### config.mk
export PLATFORM = sky130hd
export DESIGN_NAME = midi_byte_to_usb_event_packer_flat
export DESIGN_NICKNAME = d
export VERILOG_FILES = /design/src/rtl/mbuep_pkg.sv /design/src/rtl/mbuep_byte_if.sv /design/src/rtl/mbuep_event_if.sv /design/src/rtl/mbuep_encode.sv /design/src/rtl/midi_byte_to_usb_event_packer.sv /design/src/flat_wrapper.sv
export SDC_FILE = /design/constraint.sdc
export NUM_CORES = 1
export LEC_CHECK = 0
export ABC_AREA = 1
export BUFFER_PORTS_ARGS = -buffer_cell sky130_fd_sc_hd__buf_2
export CORE_ASPECT_RATIO = 1.1
export CORE_MARGIN = 2
export CORE_UTILIZATION = 52
export DETAILED_ROUTE_END_ITERATION = 7
export PLACE_DENSITY_LB_ADDON = 0.15
export SLEW_MARGIN = 20
export SYNTH_ARGS = -nofsm -noshare
export SYNTH_HDL_FRONTEND = slang
export SYNTH_HIERARCHICAL = 1
export SYNTH_SLANG_ARGS = --single-unit
export TNS_END_PERCENT = 100
### constraint.sdc
create_clock -name clk_i -period 3.1 [get_ports clk_i]
set_input_delay 0.465 -clock clk_i [delete_from_list [all_inputs] [get_ports clk_i]]
set_output_delay 0.465 -clock clk_i [all_outputs]
set_load 0.02 [all_outputs]
### src/rtl/mbuep_pkg.sv
package mbuep_pkg;

  // code index numbers of the event packet header
  localparam logic [3:0] CIN_SYSCOM_2B   = 4'h2;
  localparam logic [3:0] CIN_SYSCOM_3B   = 4'h3;
  localparam logic [3:0] CIN_SYSEX_CONT  = 4'h4;
  localparam logic [3:0] CIN_SYSEX_END1  = 4'h5;
  localparam logic [3:0] CIN_SYSEX_END2  = 4'h6;
  localparam logic [3:0] CIN_SYSEX_END3  = 4'h7;
  localparam logic [3:0] CIN_SINGLE_BYTE = 4'hF;

  // status nibbles and bytes of interest
  localparam logic [3:0] HI_NOTE_OFF   = 4'h8;
  localparam logic [3:0] HI_CTRL       = 4'hB;
  localparam logic [3:0] HI_PROG       = 4'hC;
  localparam logic [3:0] HI_CHAN_PRESS = 4'hD;
  localparam logic [3:0] HI_PITCH      = 4'hE;
  localparam logic [3:0] HI_SYSTEM     = 4'hF;

  localparam logic [7:0] BYTE_SYSEX_START = 8'hF0;
  localparam logic [7:0] BYTE_MTC_QFRAME  = 8'hF1;
  localparam logic [7:0] BYTE_SONG_POS    = 8'hF2;
  localparam logic [7:0] BYTE_SONG_SEL    = 8'hF3;
  localparam logic [7:0] BYTE_SYSEX_END   = 8'hF7;
  localparam logic [7:0] BYTE_RT_FIRST    = 8'hF8;

  localparam int unsigned CableCountW = 5;

  // outcome codes
  localparam logic OUTCOME_PACKET = 1'b0;
  localparam logic OUTCOME_REJECT = 1'b1;

  // partial packet state
  typedef struct packed {
    logic       sysex;
    logic [3:0] hdr_cable;
    logic [3:0] hdr_cin;
    logic [7:0] b0;
    logic [7:0] b1;
    logic [1:0] fill;
    logic [1:0] target;
  } pack_state_t;

  typedef struct packed {
    logic       outcome;
    logic [3:0] cable_out;
    logic [3:0] code_index;
    logic [7:0] midi_0;
    logic [7:0] midi_1;
    logic [7:0] midi_2;
  } event_t;

endpackage

### src/rtl/mbuep_byte_if.sv
interface mbuep_byte_if;
  logic       valid;
  logic       ready;
  logic [7:0] data_byte;
  logic [3:0] cable;

  modport source (output valid, output data_byte, output cable, input ready);
  modport sink   (input valid, input data_byte, input cable, output ready);
endinterface

### src/rtl/mbuep_event_if.sv
interface mbuep_event_if;
  logic       valid;
  logic       ready;
  logic       outcome;
  logic [3:0] cable_out;
  logic [3:0] code_index;
  logic [7:0] midi_0;
  logic [7:0] midi_1;
  logic [7:0] midi_2;

  modport source (
    output valid, output outcome, output cable_out, output code_index,
    output midi_0, output midi_1, output midi_2, input ready
  );
  modport sink (
    input valid, input outcome, input cable_out, input code_index,
    input midi_0, input midi_1, input midi_2, output ready
  );
endinterface

### src/rtl/mbuep_encode.sv
module mbuep_encode (
  input  logic [7:0]                         data_byte_i,
  input  logic [3:0]                         cable_i,
  input  logic [mbuep_pkg::CableCountW-1:0]  cable_count_i,
  input  mbuep_pkg::pack_state_t             state_i,
  output mbuep_pkg::pack_state_t             state_o,
  output logic                               res_valid_o,
  output mbuep_pkg::event_t                  res_o
);

  logic [3:0] hi;
  logic       reject;
  logic       rt_byte;
  logic [3:0] cin;
  logic [1:0] need;
  logic       sysex_set;
  logic       sysex_clr;
  logic [1:0] new_fill;
  logic       sysex_end;

  assign hi       = data_byte_i[7:4];
  assign reject   = {1'b0, cable_i} >= cable_count_i;
  assign rt_byte  = data_byte_i >= mbuep_pkg::BYTE_RT_FIRST;
  assign new_fill = state_i.fill + 2'd1;
  assign sysex_end = state_i.sysex && (data_byte_i == mbuep_pkg::BYTE_SYSEX_END);

  // classify a byte at packet start
  always_comb begin
    cin       = mbuep_pkg::CIN_SINGLE_BYTE;
    need      = 2'd1;
    sysex_set = 1'b0;
    sysex_clr = 1'b0;
    priority if (state_i.sysex) begin
      if (data_byte_i == mbuep_pkg::BYTE_SYSEX_END) begin
        cin       = mbuep_pkg::CIN_SYSEX_END1;
        sysex_clr = 1'b1;
      end else begin
        cin  = mbuep_pkg::CIN_SYSEX_CONT;
        need = 2'd3;
      end
    end else if ((hi >= mbuep_pkg::HI_NOTE_OFF && hi <= mbuep_pkg::HI_CTRL) ||
                 hi == mbuep_pkg::HI_PITCH) begin
      cin  = hi;
      need = 2'd3;
    end else if (hi == mbuep_pkg::HI_PROG || hi == mbuep_pkg::HI_CHAN_PRESS) begin
      cin  = hi;
      need = 2'd2;
    end else if (hi == mbuep_pkg::HI_SYSTEM) begin
      priority if (data_byte_i == mbuep_pkg::BYTE_SYSEX_START) begin
        cin       = mbuep_pkg::CIN_SYSEX_CONT;
        need      = 2'd3;
        sysex_set = 1'b1;
      end else if (data_byte_i == mbuep_pkg::BYTE_MTC_QFRAME ||
                   data_byte_i == mbuep_pkg::BYTE_SONG_SEL) begin
        cin  = mbuep_pkg::CIN_SYSCOM_2B;
        need = 2'd2;
      end else if (data_byte_i == mbuep_pkg::BYTE_SONG_POS) begin
        cin  = mbuep_pkg::CIN_SYSCOM_3B;
        need = 2'd3;
      end else begin
        cin = mbuep_pkg::CIN_SYSEX_END1;
      end
    end else begin
      cin = mbuep_pkg::CIN_SINGLE_BYTE;
    end
  end

  always_comb begin
    state_o     = state_i;
    res_valid_o = 1'b0;
    res_o       = '0;
    priority if (reject) begin
      res_valid_o   = 1'b1;
      res_o.outcome = mbuep_pkg::OUTCOME_REJECT;
    end else if (rt_byte) begin
      res_valid_o      = 1'b1;
      res_o.outcome    = mbuep_pkg::OUTCOME_PACKET;
      res_o.cable_out  = cable_i;
      res_o.code_index = mbuep_pkg::CIN_SINGLE_BYTE;
      res_o.midi_0     = data_byte_i;
    end else if (state_i.fill == 2'd0) begin
      state_o.sysex = (state_i.sysex && !sysex_clr) || sysex_set;
      if (need == 2'd1) begin
        res_valid_o      = 1'b1;
        res_o.cable_out  = cable_i;
        res_o.code_index = cin;
        res_o.midi_0     = data_byte_i;
      end else begin
        state_o.hdr_cable = cable_i;
        state_o.hdr_cin   = cin;
        state_o.b0        = data_byte_i;
        state_o.b1        = '0;
        state_o.fill      = 2'd1;
        state_o.target    = need;
      end
    end else begin
      // continuing packet: append the byte (rejected and real-time bytes never get here)
      if (sysex_end || new_fill >= state_i.target) begin
        res_valid_o      = 1'b1;
        res_o.cable_out  = state_i.hdr_cable;
        res_o.code_index = state_i.hdr_cin;
        if (sysex_end) begin
          res_o.code_index = (new_fill == 2'd2) ? mbuep_pkg::CIN_SYSEX_END2
                                                : mbuep_pkg::CIN_SYSEX_END3;
          state_o.sysex    = 1'b0;
        end
        res_o.midi_0   = state_i.b0;
        res_o.midi_1   = (state_i.fill == 2'd1) ? data_byte_i : state_i.b1;
        res_o.midi_2   = (new_fill == 2'd3) ? data_byte_i : 8'h00;
        state_o.fill   = 2'd0;
        state_o.target = 2'd0;
      end else begin
        state_o.b1   = data_byte_i;
        state_o.fill = new_fill;
      end
    end
  end

endmodule

### src/rtl/midi_byte_to_usb_event_packer.sv
// midi byte stream to usb-midi event packet packer
//
// byte_i carries one midi byte and its virtual cable per transfer; evt_o
// carries one event packet per transfer: header nibbles (cable, code index)
// and three midi bytes, unused ones zero, or a reject marker for a cable
// at or above the cable count register (cfg_we_i / cfg_wdata_i, reset 1)
//
// a byte held in the input register is encoded and its packet is captured in
// the output register when the input register advances; bytes that only extend
// a partial packet give no transfer. throughput: one byte per cycle while evt_o
// is not stalled, set by the single encode stage between the input and output registers
//
// reset clears the partial packet, the sysex flag and both valid flags
// when the receiver stalls the output register holds its packet; the input
// register stays full and byte_i.ready drops until the output slot frees
module midi_byte_to_usb_event_packer (
  input  logic                                clk_i,
  input  logic                                rst_ni,
  mbuep_byte_if.sink                          byte_i,
  mbuep_event_if.source                       evt_o,
  input  logic                                cfg_we_i,
  input  logic [mbuep_pkg::CableCountW-1:0]   cfg_wdata_i
);

  // cable count register
  logic [mbuep_pkg::CableCountW-1:0] cable_count_q;

  // input register
  logic       in_valid_q;
  logic [7:0] in_byte_q;
  logic [3:0] in_cable_q;

  // partial packet state
  mbuep_pkg::pack_state_t state_q, state_d;

  // output register
  logic              out_valid_q, out_valid_d;
  mbuep_pkg::event_t out_q;

  logic              res_valid;
  mbuep_pkg::event_t res;
  logic              advance;

  // the input register moves on when the output slot is free or emptying
  assign advance      = in_valid_q && (!out_valid_q || evt_o.ready);
  assign byte_i.ready = !in_valid_q || advance;
  assign out_valid_d  = advance ? res_valid : (out_valid_q && !evt_o.ready);

  mbuep_encode u_encode (
    .data_byte_i   (in_byte_q),
    .cable_i       (in_cable_q),
    .cable_count_i (cable_count_q),
    .state_i       (state_q),
    .state_o       (state_d),
    .res_valid_o   (res_valid),
    .res_o         (res)
  );

  always_ff @(posedge clk_i or negedge rst_ni) begin
    if (!rst_ni) begin
      cable_count_q <= mbuep_pkg::CableCountW'(1);
      in_valid_q    <= 1'b0;
      state_q       <= '0;
      out_valid_q   <= 1'b0;
    end else begin
      if (cfg_we_i) begin
        cable_count_q <= cfg_wdata_i;
      end
      if (byte_i.ready) begin
        in_valid_q <= byte_i.valid;
      end
      if (advance) begin
        state_q <= state_d;
      end
      out_valid_q <= out_valid_d;
    end
  end

  // payload registers, no reset
  always_ff @(posedge clk_i) begin
    if (byte_i.ready && byte_i.valid) begin
      in_byte_q  <= byte_i.data_byte;
      in_cable_q <= byte_i.cable;
    end
    if (advance && res_valid) begin
      out_q <= res;
    end
  end

  assign evt_o.valid      = out_valid_q;
  assign evt_o.outcome    = out_q.outcome;
  assign evt_o.cable_out  = out_q.cable_out;
  assign evt_o.code_index = out_q.code_index;
  assign evt_o.midi_0     = out_q.midi_0;
  assign evt_o.midi_1     = out_q.midi_1;
  assign evt_o.midi_2     = out_q.midi_2;

endmodule
### src/flat_wrapper.sv
// flat-port wrapper written by rule: the top's interface ports become plain ports
module midi_byte_to_usb_event_packer_flat 
  (clk_i, rst_ni, cfg_we_i, cfg_wdata_i, byte_i_valid, byte_i_data_byte, byte_i_cable, byte_i_ready, evt_o_valid, evt_o_outcome, evt_o_cable_out, evt_o_code_index, evt_o_midi_0, evt_o_midi_1, evt_o_midi_2, evt_o_ready);
  mbuep_byte_if byte_i_i ();
  mbuep_event_if evt_o_i ();
  input  logic clk_i;
  input  logic rst_ni;
  input  logic cfg_we_i;
  input  logic [mbuep_pkg::CableCountW-1:0] cfg_wdata_i;
  input wire logic [$bits(byte_i_i.valid)-1:0] byte_i_valid;
  input wire logic [$bits(byte_i_i.data_byte)-1:0] byte_i_data_byte;
  input wire logic [$bits(byte_i_i.cable)-1:0] byte_i_cable;
  output wire logic [$bits(byte_i_i.ready)-1:0] byte_i_ready;
  output wire logic [$bits(evt_o_i.valid)-1:0] evt_o_valid;
  output wire logic [$bits(evt_o_i.outcome)-1:0] evt_o_outcome;
  output wire logic [$bits(evt_o_i.cable_out)-1:0] evt_o_cable_out;
  output wire logic [$bits(evt_o_i.code_index)-1:0] evt_o_code_index;
  output wire logic [$bits(evt_o_i.midi_0)-1:0] evt_o_midi_0;
  output wire logic [$bits(evt_o_i.midi_1)-1:0] evt_o_midi_1;
  output wire logic [$bits(evt_o_i.midi_2)-1:0] evt_o_midi_2;
  input wire logic [$bits(evt_o_i.ready)-1:0] evt_o_ready;
  assign byte_i_i.valid = byte_i_valid;
  assign byte_i_i.data_byte = byte_i_data_byte;
  assign byte_i_i.cable = byte_i_cable;
  assign byte_i_ready = byte_i_i.ready;
  assign evt_o_valid = evt_o_i.valid;
  assign evt_o_outcome = evt_o_i.outcome;
  assign evt_o_cable_out = evt_o_i.cable_out;
  assign evt_o_code_index = evt_o_i.code_index;
  assign evt_o_midi_0 = evt_o_i.midi_0;
  assign evt_o_midi_1 = evt_o_i.midi_1;
  assign evt_o_midi_2 = evt_o_i.midi_2;
  assign evt_o_i.ready = evt_o_ready;
  midi_byte_to_usb_event_packer u_core (.clk_i(clk_i), .rst_ni(rst_ni), .byte_i(byte_i_i), .evt_o(evt_o_i), .cfg_we_i(cfg_we_i), .cfg_wdata_i(cfg_wdata_i));
endmodule
# ---- Word level (Yosys, flattened, before mapping)
# Index checks and enable logic that the tools add are counted.
dict set report totals {
  reg_bits 81
  inputBits 22
  out_inout_bits 35
  word_cells 118
}
dict set report op_classes {
  add_sub_neg 1
  magnitude_cmp 5
  eq_ne 15
  muxes 46
  n_bitwise 5
  n_reduce_logical 28
}
# cell n
set ops {}
lappend ops {{two-way mux 16 bit} 3}
lappend ops {{== test 8 bit (second input constant)} 5}
lappend ops {{two-way mux 32 bit} 1}
lappend ops {{two-way mux 12 bit} 2}
lappend ops {{two-way mux 8 bit} 3}
lappend ops {{two-way mux 2 bit} 10}
lappend ops {{two-way mux 4 bit} 5}
lappend ops {{AND reduction 5 bit} 4}
lappend ops {{two-way mux 1 bit} 19}
lappend ops {{== test 4 bit (second input constant)} 4}
lappend ops {{two-way mux 3 bit} 3}
lappend ops {{greater-or-equal comparator 8 bit (second input constant)} 1}
lappend ops {{logical AND 1 bit} 7}
lappend ops {{logical OR 1 bit} 7}
lappend ops {{greater-or-equal comparator 4 x 5 -> 1 bit} 1}
lappend ops {{NOT 1 bit} 5}
lappend ops {{OR reduction 5 bit} 1}
lappend ops {{== test 2 x 1 -> 1 bit (second input constant)} 2}
lappend ops {{== test 2 bit (second input constant)} 2}
lappend ops {{greater-or-equal comparator 4 bit (second input constant)} 1}
lappend ops {{<= comparator 4 bit (second input constant)} 1}
lappend ops {{logical NOT 1 bit} 4}
lappend ops {{inequality test 2 bit (second input constant)} 2}
lappend ops {{AND reduction 4 bit} 1}
lappend ops {{other kinds (5)} 6}

# ---- Depth between registers and ports, before layout
dict set report logic_depth {
  depth_word 14
  ltp_mapped 13
  mapped_depth_nobuf 12
}

# ---- Modules after synthesis
# Netlist, hierarchy kept.
# module n_inst cells_per_inst area_each_um2 seq_area_each_um2
set modules_own_cells {}
lappend modules_own_cells {midi_byte_to_usb_event_packer 1 204 2778.9 2253.4}
lappend modules_own_cells {mbuep_encode 1 306 1493.9 0.0}

# ---- Least setup slack after synthesis
# OpenSTA, ideal clock, no wires.
dict set report synth_path {
  path_kind {register to register}
  from {register u_core/state_q[2] (netlist name)}
  to {register u_core.out_q, in the netlist u_core/evt_o.cable_out[0] (enable)}
  setup_time_ns 0.423
  t_arrival_ns 2.985
  t_required_ns 2.677
  setup_slack_ns -0.308
  stages_incl_launch_ff 10
  n_path_buf 0
  period_less_slack_ns 3.408
  path_cell_list {dfrtp_1 -> inv_1 -> ha_1 -> ha_1 -> a21oi_1 -> nand2_4 -> nand2_4 -> nand3_2 -> inv_1 -> nor2_1}
}
dict set report synth_via {
  elab_chain_cells 8
  word_cells_on_any_way 9
  cone_classes {add/sub (1); order compare (1); mux (4); reduce/logical (3)}
}
# item line
set synth_rtl {}
lappend synth_rtl {{start, declared} midi_byte_to_usb_event_packer.sv:34} ;# mbuep_pkg::pack_state_t state_q, state_d;
lappend synth_rtl {{start signal, assigned} midi_byte_to_usb_event_packer.sv:73} ;# state_q <= state_d;
lappend synth_rtl {{adder 2 x 1 -> 2 bit} mbuep_encode.sv:24} ;# assign new_fill = state_i.fill + 2'd1;
lappend synth_rtl {{greater-or-equal comparator 2 bit} mbuep_encode.sv:98} ;# if (sysex_end || new_fill >= state_i.target) begin
lappend synth_rtl {{logical OR 1 bit} mbuep_encode.sv:98}
lappend synth_rtl {{two-way mux 1 bit} mbuep_encode.sv:98}
lappend synth_rtl {{two-way mux 1 bit (*)} mbuep_encode.sv:81} ;# end else if (state_i.fill == 2'd0) begin
lappend synth_rtl {{two-way mux 1 bit (*)} mbuep_encode.sv:75} ;# end else if (rt_byte) begin
lappend synth_rtl {{two-way mux 1 bit (*)} mbuep_encode.sv:72} ;# priority if (reject) begin
lappend synth_rtl {{named net u_core.res_valid} midi_byte_to_usb_event_packer.sv:40} ;# logic res_valid;
lappend synth_rtl {{logical AND 1 bit (*)} midi_byte_to_usb_event_packer.sv:85} ;# if (advance && res_valid) begin
lappend synth_rtl {{end signal, assigned} midi_byte_to_usb_event_packer.sv:86} ;# out_q <= res;
lappend synth_rtl {{end, declared} midi_byte_to_usb_event_packer.sv:38} ;# mbuep_pkg::event_t out_q;
# The timed path passes the listed nets; every way through them passes the cells marked *.
# A chain may end at the register's enable or synchronous reset.

# ---- Worst setup path after layout
dict set report layout_path {
  from {register u_core/state_q[2] (netlist name)}
  to {register u_core.out_q, in the netlist u_core/evt_o.code_index[1] (enable)}
}
# The elaborated chain is that of the path after synthesis.

==> out/metrics.yaml <==
rsz0062_at_grt: "false"
clkLatencyLatePin_ns: 0.35
power.density_mw_per_mm2: 1033
crit_type: "register to register"
required_ns: 3.18
critPathSlowestCell: "dfrtp_1"
grt_overflow: 0
fin_total_pwr_mw: 5.014
firstDrtPassIters: 6
nets: 596
io_buffers: 56
worstPathArrival_ns: 2.89
synthDistinctLibCells: 34
postRouteAntennaNets: 0
cts_max_level: 3
dieArea_mm2: 0.008959
hold_viol: 0
reg2reg_setup_slack_ns: 0.29
min_path_type: "primary input to async pin"
die_y_um: 99.07
antenna_found_initial: 0
grt_pass1_wl_mm: 16.42
worst_ir_drop_vdd_mv: 0.4945
yosysWarnings: 6
start_util_pct: 53.71
area_growth_pct: 13.65
grt_usage_pct: 23.45
totalWireLength_mm: 9.943
max_stage_delay_ns: 0.40
endpoint_kind: "register"
cts_setup_buffers: 0
cpLargestDelayFamily: "adder cells"
syn_inst: 510
max_slew_margin_pct: 42.53
dr.first_iter.drc_count: 386
tns_ns: 0
place.gp.congestion: 0.9755
cts_buffers: 9
syn_nets: 541
synth_area_mm2: 0.004273
regArea_mm2: 0.002253
ioPinCount: 57
skew_ns: 0.007849
crit_buf_inv: 3
drive_above_1_share_pct: 17.54
grt_pass1_vias: 3420
via_count: 3599
drv_cap: 0
viasPerCell: 5.308
cts.reportedPaths.clkPinSlew_ns: 0.08
critPathLaunchType: "register"
rows: 34
r2r_end: "u_core/evt_o.code_index[1]"
cts_root_buf: "clkbuf_8"
grt_max_degree: 37
post-dp-hpwl_mm: 6.711
nFillCells: 713
die_x_um: 90.43
timing.final.crit_share_pct: 90.61
syn_avg_cell_area_um2: 8.378
avgRoutedWirePerCell_um: 14.67
r2r_start: "u_core/state_q[2]"
fmax_mhz: 356.0
clock_path_buffers: 2
path_cells: "inv_1, ha_1, ha_1, a21oi_1, nand2_4, nand2_4, nand3_2, inv_1, nor2_4, buf_4"
worst_slew_pin_slew_ns: 0.8620
cts_tree: "built"
status: "finished clean"
n_antenna_cell: 0
multi_input_area_mm2: 0.001705
final-setup-viol-count: 0
final_max_slew_viol_count: 0
cts_sinks: 81
worst-path-stages: 10
r2r_cells: 10
final.min_clock_period_ns: 2.809
leakagePower_nw: 2.446
synth.ff_latch_count: 81
ys_seq_area_share_pct: 52.74
drc: 0
cp_max_fo: 25
core_area_mm2: 0.007955
-- cell usage after synthesis --
cell / instances / area, um2
nand2_1: 189 / 709.4
a21boi_1: 1 / 7.510
edfxtp_1: 45 / 1351
a211oi_1: 1 / 7.510
a31oi_1: 1 / 6.260
clkinv_1: 2 / 7.510
buf_6: 1 / 11.26
a21oi_2: 1 / 8.760
o22ai_1: 1 / 6.260
nor3_4: 1 / 16.27
inv_2: 2 / 7.510
buf_2: 12 / 60.06
nor2_1: 23 / 86.33
a21oi_1: 14 / 70.07
inv_4: 1 / 6.260
buf_4: 5 / 37.54
clkbuf_1: 4 / 15.01
nor3_1: 9 / 45.04
nand3_4: 1 / 17.52
buf_1: 1 / 3.750
nand3_2: 1 / 10.01
nand4_4: 1 / 21.27
nand2_4: 4 / 45.04
nor2_8: 2 / 40.04
dfstp_2: 1 / 26.28
nor2_2: 3 / 18.77
dfrtp_1: 35 / 875.8
ha_1: 9 / 112.6
nand4_1: 1 / 6.260
inv_1: 46 / 172.7
o21ai_1: 1 / 5.000
nand3b_1: 1 / 7.510
nand3_1: 69 / 345.3
o21ai_0: 21 / 105.1
-- metal layers --
metal  track usage [%]  vias to the layer above  share of wire, %
met4             10.06                        0               2.8
met2             39.62                      140                47
li1                  -                     1761                 -
met5                 0                        -                 0
met1             29.60                     1670                44
met3             4.740                       28               5.8
-- sequential cells by signal (all words and copies together), names as in the netlist --
register / cells
u_core/evt_o.valid: 1
u_core/state_q: 29
u_core/evt_o.code_index: 4
u_core/evt_o.outcome: 1
u_core/evt_o.midi_2: 8
u_core/evt_o.cable_out: 4
u_core/cable_count_q: 5
u_core/in_cable_q: 4
u_core/evt_o.midi_1: 8
u_core/in_byte_q: 8
u_core/in_valid_q: 1
u_core/evt_o.midi_0: 8
-- area by class of cell --
cell class,count,share of cell area (%)
flip-flops and latches,81,46.41
multi-input cells,355,35.12
repair buffers,67,7.472
inverters,51,3.994
clock buffers,11,3.118
well taps,108,2.783
clock inverters,5,1.108
-- worst max path at each step --
| stage | slack (ns) | endpoint | start |
|---|---|---|---|
| after global placement | 0.27 | u_core/evt_o.code_index[1] | u_core/state_q[2] |
| after detailed placement | 0.18 | u_core/evt_o.outcome | u_core/state_q[2] |
| after CTS | 0.15 | u_core/evt_o.code_index[1] | u_core/state_q[2] |
| after global routing | 0.10 | u_core/evt_o.midi_0[4] | u_core/state_q[2] |
| after floorplan | 0.23 | u_core/evt_o.cable_out[0] | u_core/state_q[2] |
| final | 0.29 | u_core/evt_o.code_index[1] | u_core/state_q[2] |
-- per-stage QoR --
stage                     area, um2  setup slack (ns)  std cells  utilization, %  hold WS, ns
after floorplan                4275            0.2287        510               -       0.1694
after CTS                      4851            0.1521        678           60.98       0.2375
final                          4856            0.2912        678           61.04       0.2196
after global placement         4646            0.2663        662           58.40       0.4566
after global routing           4856            0.1018        678           61.04       0.2599
after detailed placement       4646            0.1800        662           58.40       0.4631
-- cell families after synthesis --
| group | Yosys count | synth area share (%) |
|---|---|---|
| compound gates | 41 | 5.066 |
| fa+ha+maj | 9 | 2.635 |
| buf+inv | 74 | 7.526 |
| flops | 81 | 52.74 |
| simple gates | 305 | 32.04 |
-- worst reg2reg max path, cell delays in order, from the launching register on --
cell	delay (ns)
dfrtp_1	0.40
inv_1	0.11
ha_1	0.33
ha_1	0.28
a21oi_1	0.39
nand2_4	0.14
nand2_4	0.13
nand3_2	0.23
inv_1	0.19
nor2_4	0.10
buf_4	0.25
-- where the power goes --
part           internal (mW)  switching, mW  total (mW)
Clock                  0.412          0.372       0.785
Sequential              1.63          0.222        1.85
Combinational          0.705           1.67        2.38
Total                   2.75           2.27        5.01
-- what timing repair did --
item	in CTS	in global routing
resized for setup	0	1
hold buffers	0	0
endpoints found under the setup margin	0	25
hold endpoints to repair	0	0
-- layout by cell type (no fill, tap or decap), types with 2 or more instances in the layout --
| master | count |
|---|---|
| buf_4 | 11 |
| ha_1 | 9 |
| nor3_1 | 9 |
| clkbuf_8 | 11 |
| a21oi_1 | 14 |
| inv_1 | 46 |
| nand2_4 | 4 |
| nand2_1 | 189 |
| nor2_2 | 3 |
| buf_2 | 56 |
| edfxtp_1 | 45 |
| o21ai_0 | 21 |
| dfrtp_1 | 35 |
| nor2_1 | 22 |
| nand3_1 | 69 |
| clkinv_1 | 4 |
| nor2_8 | 2 |
| inv_2 | 2 |
(Power assumes the default switching activity.)
